File: src/hw/rtl/ascon_pkg.sv
// ----------------------------------------------------------------------------
// ascon_pkg
// Shared types, codes and helper functions for the Ascon-128 AEAD engine.
// ----------------------------------------------------------------------------
package ascon_pkg;

    localparam logic [63:0] ASCON_IV = 64'h80400c0600000000;
    localparam int          NUM_ROUNDS = 12;
    localparam int          RND_W = 4;
    localparam logic [RND_W-1:0] RND_FIRST_FULL = RND_W'(0);
    localparam logic [RND_W-1:0] RND_FIRST_HALF = RND_W'(6);
    localparam logic [RND_W-1:0] RND_LAST = RND_W'(NUM_ROUNDS - 1);

    typedef logic [4:0][63:0] sponge_t;

    typedef enum logic [1:0] {
        OP_START = 2'd0,
        OP_AD    = 2'd1,
        OP_MSG   = 2'd2,
        OP_FINAL = 2'd3
    } op_t;

    typedef enum logic [1:0] {
        KIND_DATA   = 2'd0,
        KIND_TAG1   = 2'd1,
        KIND_TAG2   = 2'd2,
        KIND_VERIFY = 2'd3
    } kind_t;

    typedef enum logic [1:0] {
        REG_KEY_HIGH = 2'd0,
        REG_KEY_LOW  = 2'd1,
        REG_DECRYPT  = 2'd2,
        REG_NONE     = 2'd3
    } cfg_reg_t;

    typedef struct packed {
        logic [1:0]  op;
        logic [63:0] block;
        logic [3:0]  nbytes;
        logic        last;
        logic [63:0] nonce_high;
        logic [63:0] nonce_low;
        logic [63:0] tag_high;
        logic [63:0] tag_low;
    } in_item_t;

    typedef struct packed {
        logic [1:0]  kind;
        logic [63:0] out_data;
        logic [3:0]  out_bytes;
        logic        auth_ok;
        logic        final_result;
    } out_item_t;

    // round constant: high nibble counts down from f, low nibble counts up
    function automatic logic [7:0] round_const(input logic [RND_W-1:0] r);
        logic [3:0] hi;
        hi = 4'hf - r;
        return {hi, r};
    endfunction

    function automatic logic [63:0] lead_mask(input logic [3:0] n);
        logic [63:0] m;
        m = '0;
        for (int i = 0; i < 8; i++)
        begin
            m[63-8*i -: 8] = (4'(i) < n) ? 8'hff : 8'h00;
        end
        return m;
    endfunction

    function automatic logic [63:0] pad_word(input logic [2:0] n);
        logic [63:0] p;
        p = '0;
        for (int i = 0; i < 8; i++)
        begin
            p[63-8*i -: 8] = (3'(i) == n) ? 8'h80 : 8'h00;
        end
        return p;
    endfunction

endpackage

File: src/hw/rtl/ascon_round.sv
// ----------------------------------------------------------------------------
// ascon_round
// One round of the Ascon permutation: constant addition, S-box layer and
// linear diffusion layer over the five 64-bit state words.
// ----------------------------------------------------------------------------
module ascon_round (
    input  ascon_pkg::sponge_t s_in,
    input  logic [7:0]         rc,
    output ascon_pkg::sponge_t s_out
);
    import ascon_pkg::*;

    logic [63:0] x0, x1, x2, x3, x4;
    logic [63:0] y0, y1, y2, y3, y4;
    logic [63:0] z0, z1, z2, z3, z4;

    // constant addition and substitution layer
    always_comb
    begin
        x0 = s_in[0] ^ s_in[4];
        x4 = s_in[4] ^ s_in[3];
        x2 = s_in[2] ^ {56'b0, rc} ^ s_in[1];
        x1 = s_in[1];
        x3 = s_in[3];
        y0 = x0 ^ (~x1 & x2);
        y1 = x1 ^ (~x2 & x3);
        y2 = x2 ^ (~x3 & x4);
        y3 = x3 ^ (~x4 & x0);
        y4 = x4 ^ (~x0 & x1);
        z1 = y1 ^ y0;
        z0 = y0 ^ y4;
        z3 = y3 ^ y2;
        z2 = ~y2;
        z4 = y4;
    end

    // linear layer
    assign s_out[0] = z0 ^ {z0[18:0], z0[63:19]} ^ {z0[27:0], z0[63:28]};
    assign s_out[1] = z1 ^ {z1[60:0], z1[63:61]} ^ {z1[38:0], z1[63:39]};
    assign s_out[2] = z2 ^ {z2[0],    z2[63:1]}  ^ {z2[5:0],  z2[63:6]};
    assign s_out[3] = z3 ^ {z3[9:0],  z3[63:10]} ^ {z3[16:0], z3[63:17]};
    assign s_out[4] = z4 ^ {z4[6:0],  z4[63:7]}  ^ {z4[40:0], z4[63:41]};

endmodule

File: src/hw/rtl/ascon128_aead_engine.sv
// ----------------------------------------------------------------------------
// ascon128_aead_engine
// Ascon-128 authenticated encryption and decryption with a single shared
// round unit under a small sequencer.
// ----------------------------------------------------------------------------
// The engine takes one input beat at a time and runs one permutation round
// per clock through a single shared round unit. A start or finalize beat
// is accepted and then runs all 12 rounds, an associated data block or a
// non-last message block the last 6 rounds, and a last message block none.
// Each result is handed to the output register from the emit state, the
// encrypt tag pair from the emit state and then the second tag state.
// A new input beat is taken while a result still sits in the output
// register; the engine only stalls when it must load a further result and
// the register has not drained. Configuration writes are accepted every
// cycle and should only be issued while the engine is idle.
// ----------------------------------------------------------------------------
module ascon128_aead_engine (
    input  logic                 clk,
    input  logic                 rst_n,
    input  logic                 cfg_valid,
    output logic                 cfg_ready,
    input  logic [1:0]           cfg_index,
    input  logic [63:0]          cfg_data,
    input  logic                 in_valid,
    output logic                 in_ready,
    input  ascon_pkg::in_item_t  in_item,
    output logic                 out_valid,
    input  logic                 out_ready,
    output ascon_pkg::out_item_t out_item
);
    import ascon_pkg::*;

    typedef enum logic [3:0] {
        ST_IDLE  = 4'b0001,
        ST_ROUND = 4'b0010,
        ST_EMIT  = 4'b0100,
        ST_TAG2  = 4'b1000
    } state_t;

    state_t          state_reg, state_next;
    sponge_t         s_reg, s_next, s_round;
    logic [RND_W-1:0] rnd_reg, rnd_next;
    logic            post_key_reg, post_key_next;
    logic            emit_reg, emit_next;
    logic            domain_done_reg, domain_done_next;
    logic            ad_seen_reg, ad_seen_next;
    logic [63:0]     key_high_reg, key_low_reg;
    logic            decrypt_mode_reg;
    kind_t           pend_kind_reg, pend_kind_next;
    logic [63:0]     pend_data_reg, pend_data_next;
    logic [3:0]      pend_bytes_reg, pend_bytes_next;
    logic [63:0]     tag_high_reg, tag_high_next;
    logic [63:0]     tag_low_reg, tag_low_next;
    logic            out_valid_reg;
    out_item_t       out_item_reg, out_item_next;
    logic            out_load;
    logic            out_free;
    logic            accept;
    logic [2:0]      n_sat;
    logic [3:0]      nb;
    logic [63:0]     msg_mask;
    logic [63:0]     msg_d;

    assign cfg_ready = 1'b1;
    assign in_ready  = (state_reg == ST_IDLE);
    assign accept    = in_valid && in_ready;
    assign out_valid = out_valid_reg;
    assign out_item  = out_item_reg;
    assign out_free  = !out_valid_reg || out_ready;

    assign n_sat    = (in_item.nbytes > 4'd7) ? 3'd7 : in_item.nbytes[2:0];
    assign nb       = in_item.last ? {1'b0, n_sat} : 4'd8;
    assign msg_mask = lead_mask(nb);
    assign msg_d    = in_item.block & msg_mask;

    ascon_round u_round (
        .s_in  (s_reg),
        .rc    (round_const(rnd_reg)),
        .s_out (s_round)
    );

    always_comb
    begin
        state_next       = state_reg;
        s_next           = s_reg;
        rnd_next         = rnd_reg;
        post_key_next    = post_key_reg;
        emit_next        = emit_reg;
        domain_done_next = domain_done_reg;
        ad_seen_next     = ad_seen_reg;
        pend_kind_next   = pend_kind_reg;
        pend_data_next   = pend_data_reg;
        pend_bytes_next  = pend_bytes_reg;
        tag_high_next    = tag_high_reg;
        tag_low_next     = tag_low_reg;
        out_load         = 1'b0;
        out_item_next    = out_item_reg;

        case (state_reg)
            ST_IDLE:
            begin
                if (accept)
                begin
                    case (op_t'(in_item.op))
                        OP_START:
                        begin
                            s_next[0]        = ASCON_IV;
                            s_next[1]        = key_high_reg;
                            s_next[2]        = key_low_reg;
                            s_next[3]        = in_item.nonce_high;
                            s_next[4]        = in_item.nonce_low;
                            rnd_next         = RND_FIRST_FULL;
                            post_key_next    = 1'b1;
                            emit_next        = 1'b0;
                            domain_done_next = 1'b0;
                            ad_seen_next     = 1'b0;
                            state_next       = ST_ROUND;
                        end
                        OP_AD:
                        begin
                            if (!domain_done_reg)
                            begin
                                if (!in_item.last)
                                begin
                                    s_next[0]     = s_reg[0] ^ in_item.block;
                                    rnd_next      = RND_FIRST_HALF;
                                    post_key_next = 1'b0;
                                    emit_next     = 1'b0;
                                    ad_seen_next  = 1'b1;
                                    state_next    = ST_ROUND;
                                end
                                else if (n_sat != 3'd0 || ad_seen_reg)
                                begin
                                    s_next[0] = s_reg[0]
                                              ^ (in_item.block & lead_mask({1'b0, n_sat}))
                                              ^ pad_word(n_sat);
                                    rnd_next      = RND_FIRST_HALF;
                                    post_key_next = 1'b0;
                                    emit_next     = 1'b0;
                                    ad_seen_next  = 1'b1;
                                    state_next    = ST_ROUND;
                                end
                            end
                        end
                        OP_MSG:
                        begin
                            if (!domain_done_reg)
                            begin
                                s_next[4] = s_reg[4] ^ 64'd1;
                            end
                            domain_done_next = 1'b1;
                            if (decrypt_mode_reg)
                            begin
                                pend_data_next = (s_reg[0] ^ msg_d) & msg_mask;
                                s_next[0]      = (s_reg[0] & ~msg_mask) | msg_d;
                            end
                            else
                            begin
                                pend_data_next = (s_reg[0] ^ msg_d) & msg_mask;
                                s_next[0]      = s_reg[0] ^ msg_d;
                            end
                            pend_kind_next  = KIND_DATA;
                            pend_bytes_next = nb;
                            post_key_next   = 1'b0;
                            emit_next       = 1'b1;
                            if (in_item.last)
                            begin
                                s_next[0]  = s_next[0] ^ pad_word(nb[2:0]);
                                state_next = ST_EMIT;
                            end
                            else
                            begin
                                rnd_next   = RND_FIRST_HALF;
                                state_next = ST_ROUND;
                            end
                        end
                        OP_FINAL:
                        begin
                            s_next[1]      = s_reg[1] ^ key_high_reg;
                            s_next[2]      = s_reg[2] ^ key_low_reg;
                            rnd_next       = RND_FIRST_FULL;
                            post_key_next  = 1'b1;
                            emit_next      = 1'b1;
                            pend_kind_next = decrypt_mode_reg ? KIND_VERIFY : KIND_TAG1;
                            tag_high_next  = in_item.tag_high;
                            tag_low_next   = in_item.tag_low;
                            state_next     = ST_ROUND;
                        end
                        default:
                        begin
                            state_next = ST_IDLE;
                        end
                    endcase
                end
            end
            ST_ROUND:
            begin
                s_next   = s_round;
                rnd_next = rnd_reg + RND_W'(1);
                if (rnd_reg == RND_LAST)
                begin
                    if (post_key_reg)
                    begin
                        s_next[3] = s_round[3] ^ key_high_reg;
                        s_next[4] = s_round[4] ^ key_low_reg;
                    end
                    state_next = emit_reg ? ST_EMIT : ST_IDLE;
                end
            end
            ST_EMIT:
            begin
                if (out_free)
                begin
                    out_load = 1'b1;
                    case (pend_kind_reg)
                        KIND_DATA:
                        begin
                            out_item_next = '{kind: KIND_DATA, out_data: pend_data_reg,
                                              out_bytes: pend_bytes_reg, auth_ok: 1'b0,
                                              final_result: 1'b1};
                            state_next    = ST_IDLE;
                        end
                        KIND_TAG1:
                        begin
                            out_item_next = '{kind: KIND_TAG1, out_data: s_reg[3],
                                              out_bytes: 4'd8, auth_ok: 1'b0,
                                              final_result: 1'b0};
                            state_next    = ST_TAG2;
                        end
                        KIND_VERIFY:
                        begin
                            out_item_next = '{kind: KIND_VERIFY, out_data: 64'd0,
                                              out_bytes: 4'd0,
                                              auth_ok: (s_reg[3] == tag_high_reg)
                                                    && (s_reg[4] == tag_low_reg),
                                              final_result: 1'b1};
                            state_next    = ST_IDLE;
                        end
                        default:
                        begin
                            out_item_next = '{kind: KIND_TAG2, out_data: s_reg[4],
                                              out_bytes: 4'd8, auth_ok: 1'b0,
                                              final_result: 1'b1};
                            state_next    = ST_IDLE;
                        end
                    endcase
                end
            end
            ST_TAG2:
            begin
                if (out_free)
                begin
                    out_load      = 1'b1;
                    out_item_next = '{kind: KIND_TAG2, out_data: s_reg[4],
                                      out_bytes: 4'd8, auth_ok: 1'b0,
                                      final_result: 1'b1};
                    state_next    = ST_IDLE;
                end
            end
            default:
            begin
                state_next = ST_IDLE;
            end
        endcase
    end

    // control, sponge state, output valid and configuration registers
    always_ff @(posedge clk or negedge rst_n)
    begin
        if (!rst_n)
        begin
            state_reg        <= ST_IDLE;
            s_reg            <= '0;
            rnd_reg          <= '0;
            post_key_reg     <= 1'b0;
            emit_reg         <= 1'b0;
            domain_done_reg  <= 1'b0;
            ad_seen_reg      <= 1'b0;
            out_valid_reg    <= 1'b0;
            key_high_reg     <= '0;
            key_low_reg      <= '0;
            decrypt_mode_reg <= 1'b0;
        end
        else
        begin
            state_reg       <= state_next;
            s_reg           <= s_next;
            rnd_reg         <= rnd_next;
            post_key_reg    <= post_key_next;
            emit_reg        <= emit_next;
            domain_done_reg <= domain_done_next;
            ad_seen_reg     <= ad_seen_next;
            if (out_load)
            begin
                out_valid_reg <= 1'b1;
            end
            else if (out_ready)
            begin
                out_valid_reg <= 1'b0;
            end
            if (cfg_valid && cfg_ready)
            begin
                case (cfg_reg_t'(cfg_index))
                    REG_KEY_HIGH: key_high_reg     <= cfg_data;
                    REG_KEY_LOW:  key_low_reg      <= cfg_data;
                    REG_DECRYPT:  decrypt_mode_reg <= cfg_data[0];
                    default:      key_high_reg     <= key_high_reg;
                endcase
            end
        end
    end

    // payload holding registers
    always_ff @(posedge clk)
    begin
        pend_kind_reg  <= pend_kind_next;
        pend_data_reg  <= pend_data_next;
        pend_bytes_reg <= pend_bytes_next;
        tag_high_reg   <= tag_high_next;
        tag_low_reg    <= tag_low_next;
        out_item_reg   <= out_item_next;
    end

endmodule
File: config.mk
export PLATFORM = sky130hd
export DESIGN_NAME = ascon128_aead_engine
export DESIGN_NICKNAME = d
export VERILOG_FILES = /design/src/hw/rtl/ascon_pkg.sv /design/src/hw/rtl/ascon_round.sv /design/src/hw/rtl/ascon128_aead_engine.sv
export SDC_FILE = /design/constraint.sdc
export NUM_CORES = 2
export LEC_CHECK = 0
export BUFFER_PORTS_ARGS = -buffer_cell sky130_fd_sc_hd__buf_4
export CAP_MARGIN = 20
export CORE_UTILIZATION = 50
export CTS_BUF_LIST = sky130_fd_sc_hd__clkbuf_16
export DETAILED_ROUTE_END_ITERATION = 7
export GPL_TIMING_DRIVEN = 0
export HOLD_SLACK_MARGIN = 0.05
export PLACE_DENSITY = 0.71
export SYNTH_ARGS = -nofsm -noshare
export SYNTH_HDL_FRONTEND = slang
export SYNTH_HIERARCHICAL = 1
export SYNTH_SLANG_ARGS = --single-unit
export TNS_END_PERCENT = 20
File: constraint.sdc
create_clock -name clk -period 4.7 [get_ports clk]
set_clock_uncertainty 0.05 [all_clocks]
set_input_delay 0.705 -clock clk [delete_from_list [all_inputs] [get_ports clk]]
set_output_delay 0.705 -clock clk [all_outputs]
set_load 0.01 [all_outputs]
Word-level counts from Yosys, hierarchy flattened
Index checks and enable logic that the tools add are counted.
{ "totals": {"regBits": 732, "output_inout_bits": 75} }
{ "op_classes": {"n_eq_ne": 43, "n_reduce_logical": 37, "bitwise": 49, "order_cmp": 16, "muxes": 89, "n_addsub": 2} }
{ "op_table": {"columns": ["operator", "count"], "rows": [
  ["$xor A64 B64 Y64", 30],
  ["$pmux W320 S2", 1],
  ["$and A64 B64 Y64", 9],
  ["$mux W64", 9],
  ["$not A64 Y64", 7],
  ["$mux W320", 1],
  ["$mux W128", 2],
  ["$pmux W128 S2", 1],
  ["$mux W8", 31],
  ["$pmux W72 S3", 1],
  ["$pmux W64 S3", 1],
  ["$mux W72", 2],
  ["$pmux W72 S2", 1],
  ["$eq A64 B64 Y1", 2],
  ["$pmux W64 S2", 1],
  ["$or A64 B64 Y64", 1],
  ["$xor A64 B8 Y64", 1],
  ["$mux W4", 14],
  ["$eq A3 B3 Y1 const A", 8],
  ["$pmux W4 S3", 2],
  ["$reduce_and A3 Y1", 7],
  ["$lt A3 B4 Y1 const A", 4],
  ["$pmux W4 S4", 1],
  ["$reduce_and A5 Y1", 3],
  ["other kinds (41)", 96]
]} }

Logic depth before layout (Yosys ltp)
{ "depth": {"ltp_word": 17, "mapped_depth": 11, "mapped_depth_nobuf": 10} }

Modules after synthesis
Netlist, hierarchy kept.
{ "modules_own_cells": {"columns": ["mod", "area_each_um2", "cells_per_inst", "seq_area_each_um2", "instances"], "rows": [
  ["ascon128_aead_engine", 38196.6, 3963, 19670.1, 1],
  ["ascon_round", 15979.1, 1535, 0.0, 1]
]} }

Least setup slack after synthesis
Ideal clock, no wire load.
{ "synth_timing": {"path_type": "input -> register", "start": "input port in_item[325] in the netlist's numbering", "end": "register pend_kind_reg[0], enable pin", "setup_ps": 308, "n_path_buf": 1, "arrival_ps": 4542, "required_time_ps": 4342, "slack_ps": -200, "stages": 4, "path_cell_list": "ha_1 -> clkbuf_1 -> and3_1 -> or2_2"} }
{ "synth_between": {"elab_chain_len": 3} }
{ "synth_rtl": {"columns": ["item", "line", "text"], "rows": [
  ["start, declared", "ascon128_aead_engine.sv:26", "input ascon_pkg::in_item_t in_item,"],
  ["$eq A2 B2 Y1", "ascon128_aead_engine.sv:104", "case (op_t'(in_item.op))"],
  ["$reduce_bool A2 Y1 (no source line) *", null, null],
  ["$reduce_and A3 Y1 (no source line) *", null, null],
  ["end signal, assigned", "ascon128_aead_engine.sv:316", "pend_kind_reg <= pend_kind_next;"],
  ["end, declared", "ascon128_aead_engine.sv:49", "kind_t pend_kind_reg, pend_kind_next;"]
]} }
Mark *: on every way between the ends. The rest lies on a longest branch, timed or not.
A chain may end at the register's enable or synchronous reset.

==> summary.txt <==
Synthesis
  • Mapped Avg Cell Area: 9.85 um^2
  • Top cell type's share of synthesized area: 0.213
  • Synthesized area: 0.0542 mm^2
  • Main area contributors after synthesis: dfrtp_1 21%, edfxtp_1 15%, xnor3_1 8.8%
  • Synth unique cells: 89
  • Ys flop type: dfrtp_1
  • Synth Warn #: 6
  • Synth cell count leaders: 512 x nand2_1, 498 x xnor2_1, 492 x nor2_1
  • Asr flop ratio synth: 0.631
  • Post-Synthesis Cells: 5498
  • Register area share after synthesis: 0.363
  • Seq cells post-synth: 732
  • Post-synth EDFFs: 270
  • Top cell type by total area after synthesis: dfrtp_1
  • Most frequent cell after synthesis: nand2_1
  • Net Count, Synth: 6029

Floorplanning
  • Core box area: 0.107 mm^2
  • Chip Height: 331 um
  • # IOs: 473
  • Initial Util: 0.505
  • Cell Rows: 120
  • Die Wd: 331 um
  • Full die area: 0.110 mm^2

Setup path
  • Req. time, crit path: 5210 ps
  • Crit-path max FO: 9
  • Critical Path End Type: register
  • CP arrival: 4550 ps
  • Worst Path Class, Setup: register to register
  • Startpoint types: register

Place
  • Buffers on Ports: 470
  • Post-DP HPWL: 236000 um
  • Post-place setup slack: 838 ps
  • GPL Wtd Cong: 1.10
  • Area post-placement: 0.0600 mm^2

Detailed routing
  • Initial drt markers: 7958
  • Detailed Route WL: 291000 um
  • Routed vias/inst: 6.68
  • DR WL/cell: 38.2 um
  • Post-route ant nets: 0
  • # DRC: 4
  • Drt pass-1 iters: 8
  • Via count: 50900

Status
  • Status: finished, violations left
  • Failing checks: design-rule violations

Global routing
  • First-pass GRT wire length: 381000 um
  • GRT overflow: 0
  • Initial antenna violation count: 37
  • Vias in the first global route: 45800
  • GRT Overall Usage: 0.521
  • Largest net degree at the start of global routing: 121

Clock tree
  • CTS Root Cell: clkbuf_16
  • Cts repair resizes: 0
  • Reg clk slew, reported paths: 70 ps
  • TritonCTS clock tree: built
  • Max H-tree Level: 3
  • Sink Count: 732
  • Worst skew pair latency: 720 ps
  • Num CTS Buffers: 86
  • Post-CTS setup buffer count: 0
  • Clk buf depth: 3

Finish
  • Max reg flops: 320
  • Final net count: 6640
  • P&R area growth vs syn: 16.5%
  • Final Cell Area: 0.0631 mm^2
  • Share of layout cells above drive strength 1: 0.161

STA
  • Final hold violations: 0
  • Tmin final: 4040 ps
  • Fin crit share: 0.859
  • Slew Viols, Final: 0
  • RSZ-0062 raised after global routing: no
  • Max-slew headroom: 0.0698
  • Setup Viol. Count Final: 0
  • Least-Margin Pin Slew: 1390 ps
  • Setup ws final: 664 ps
  • Fmax: 248 MHz

Run
  • Number of max-cap violations: 0

Worst hold path
  • Worst Hold Class: input pin to register
layer usage:
metal,global-route usage,part of all wire
met1,0.651,0.36
met2,0.708,0.39
met3,0.218,0.15
met4,0.395,0.093
met5,0.0200,0.0019
through the flow:
| stage | util | TNS (ps) | hold WS [ps] | std cells |
|---|---|---|---|---|
| floorplan | - | 0 | 359 | 5498 |
| global placement | 0.555 | -1252660 | 476 | 7371 |
| detailed placement | 0.560 | 0 | 479 | 7414 |
| CTS | 0.587 | 0 | 90.4 | 7576 |
| global route | 0.588 | 0 | 108 | 7589 |
| finish | 0.589 | 0 | 109 | 7619 |
what timing repair did:
| action | CTS | global route |
|---|---|---|
| endpoints found under the hold margin | 24 | 0 |
| setup endpoints to repair | 0 | 0 |
| hold buffers | 1 | 0 |
path summary, 6_finish.rpt:
check	cells after the start	endpoint	start	slack [ps]
max	9	s_reg[217]	s_reg[234]	660
min in group asynchronous	2	s_reg[19]	rst_n	560
max reg2reg	9	s_reg[217]	s_reg[234]	660
max in group asynchronous	4	key_high_reg[48]	rst_n	2490
min	1	tag_high_reg[54]	in_item[118]	110
min reg2reg	1	ad_seen_reg	ad_seen_reg	500
cells by family after synthesis:
group	share of synthesized area
AOI/OAI and AO/OA	0.137
and+or+nand+nor	0.119
adders and majority gates	0.0424
muxes	0.0296
DFF	0.363
xor gates and xnor gates	0.266
other	0.0000692
buffers and inverters	0.0434
critical path, stage by stage (launching register included):
cell     delay, ps
dfrtp_1       1060
inv_1          110
ha_1           250
xnor2_1        300
xnor2_1        960
xnor3_1        660
xor2_1         190
nor2_1          60
a21oi_1        140
o21ai_0         90
layout make-up:
type                    count  area (um^2)
fillers                  9307        44100
multi-input cells        4195        32200
flip-flops and latches    732        19700
repair buffers            523         4140
clock buffers              88         2200
well taps                1403         1760
plain buffers             295         1320
inverters                 276         1040
clock inverters            73          694
diodes                     34         85.1
cell usage in the layout, fill, tap and decap left out, types with 130 or more instances in the layout:
master | Yosys | routed
nand2_1 | 512 | 512
xnor3_1 | 212 | 212
xnor2_1 | 498 | 493
o21ai_0 | 236 | 236
nor3_1 | 253 | 253
mux2_2 | 130 | 130
a211oi_1 | 138 | 138
dfrtp_1 | 461 | 461
xor2_1 | 377 | 377
a21oi_1 | 376 | 376
nor2_1 | 492 | 492
buf_4 | 13 | 516
inv_1 | 275 | 288
o22ai_1 | 182 | 182
clkbuf_1 | 160 | 156
edfxtp_1 | 270 | 270
ha_1 | 133 | 133
Power is not shown: default switching activity piles up to over one toggle a cycle in this logic, so the estimate is an artifact.
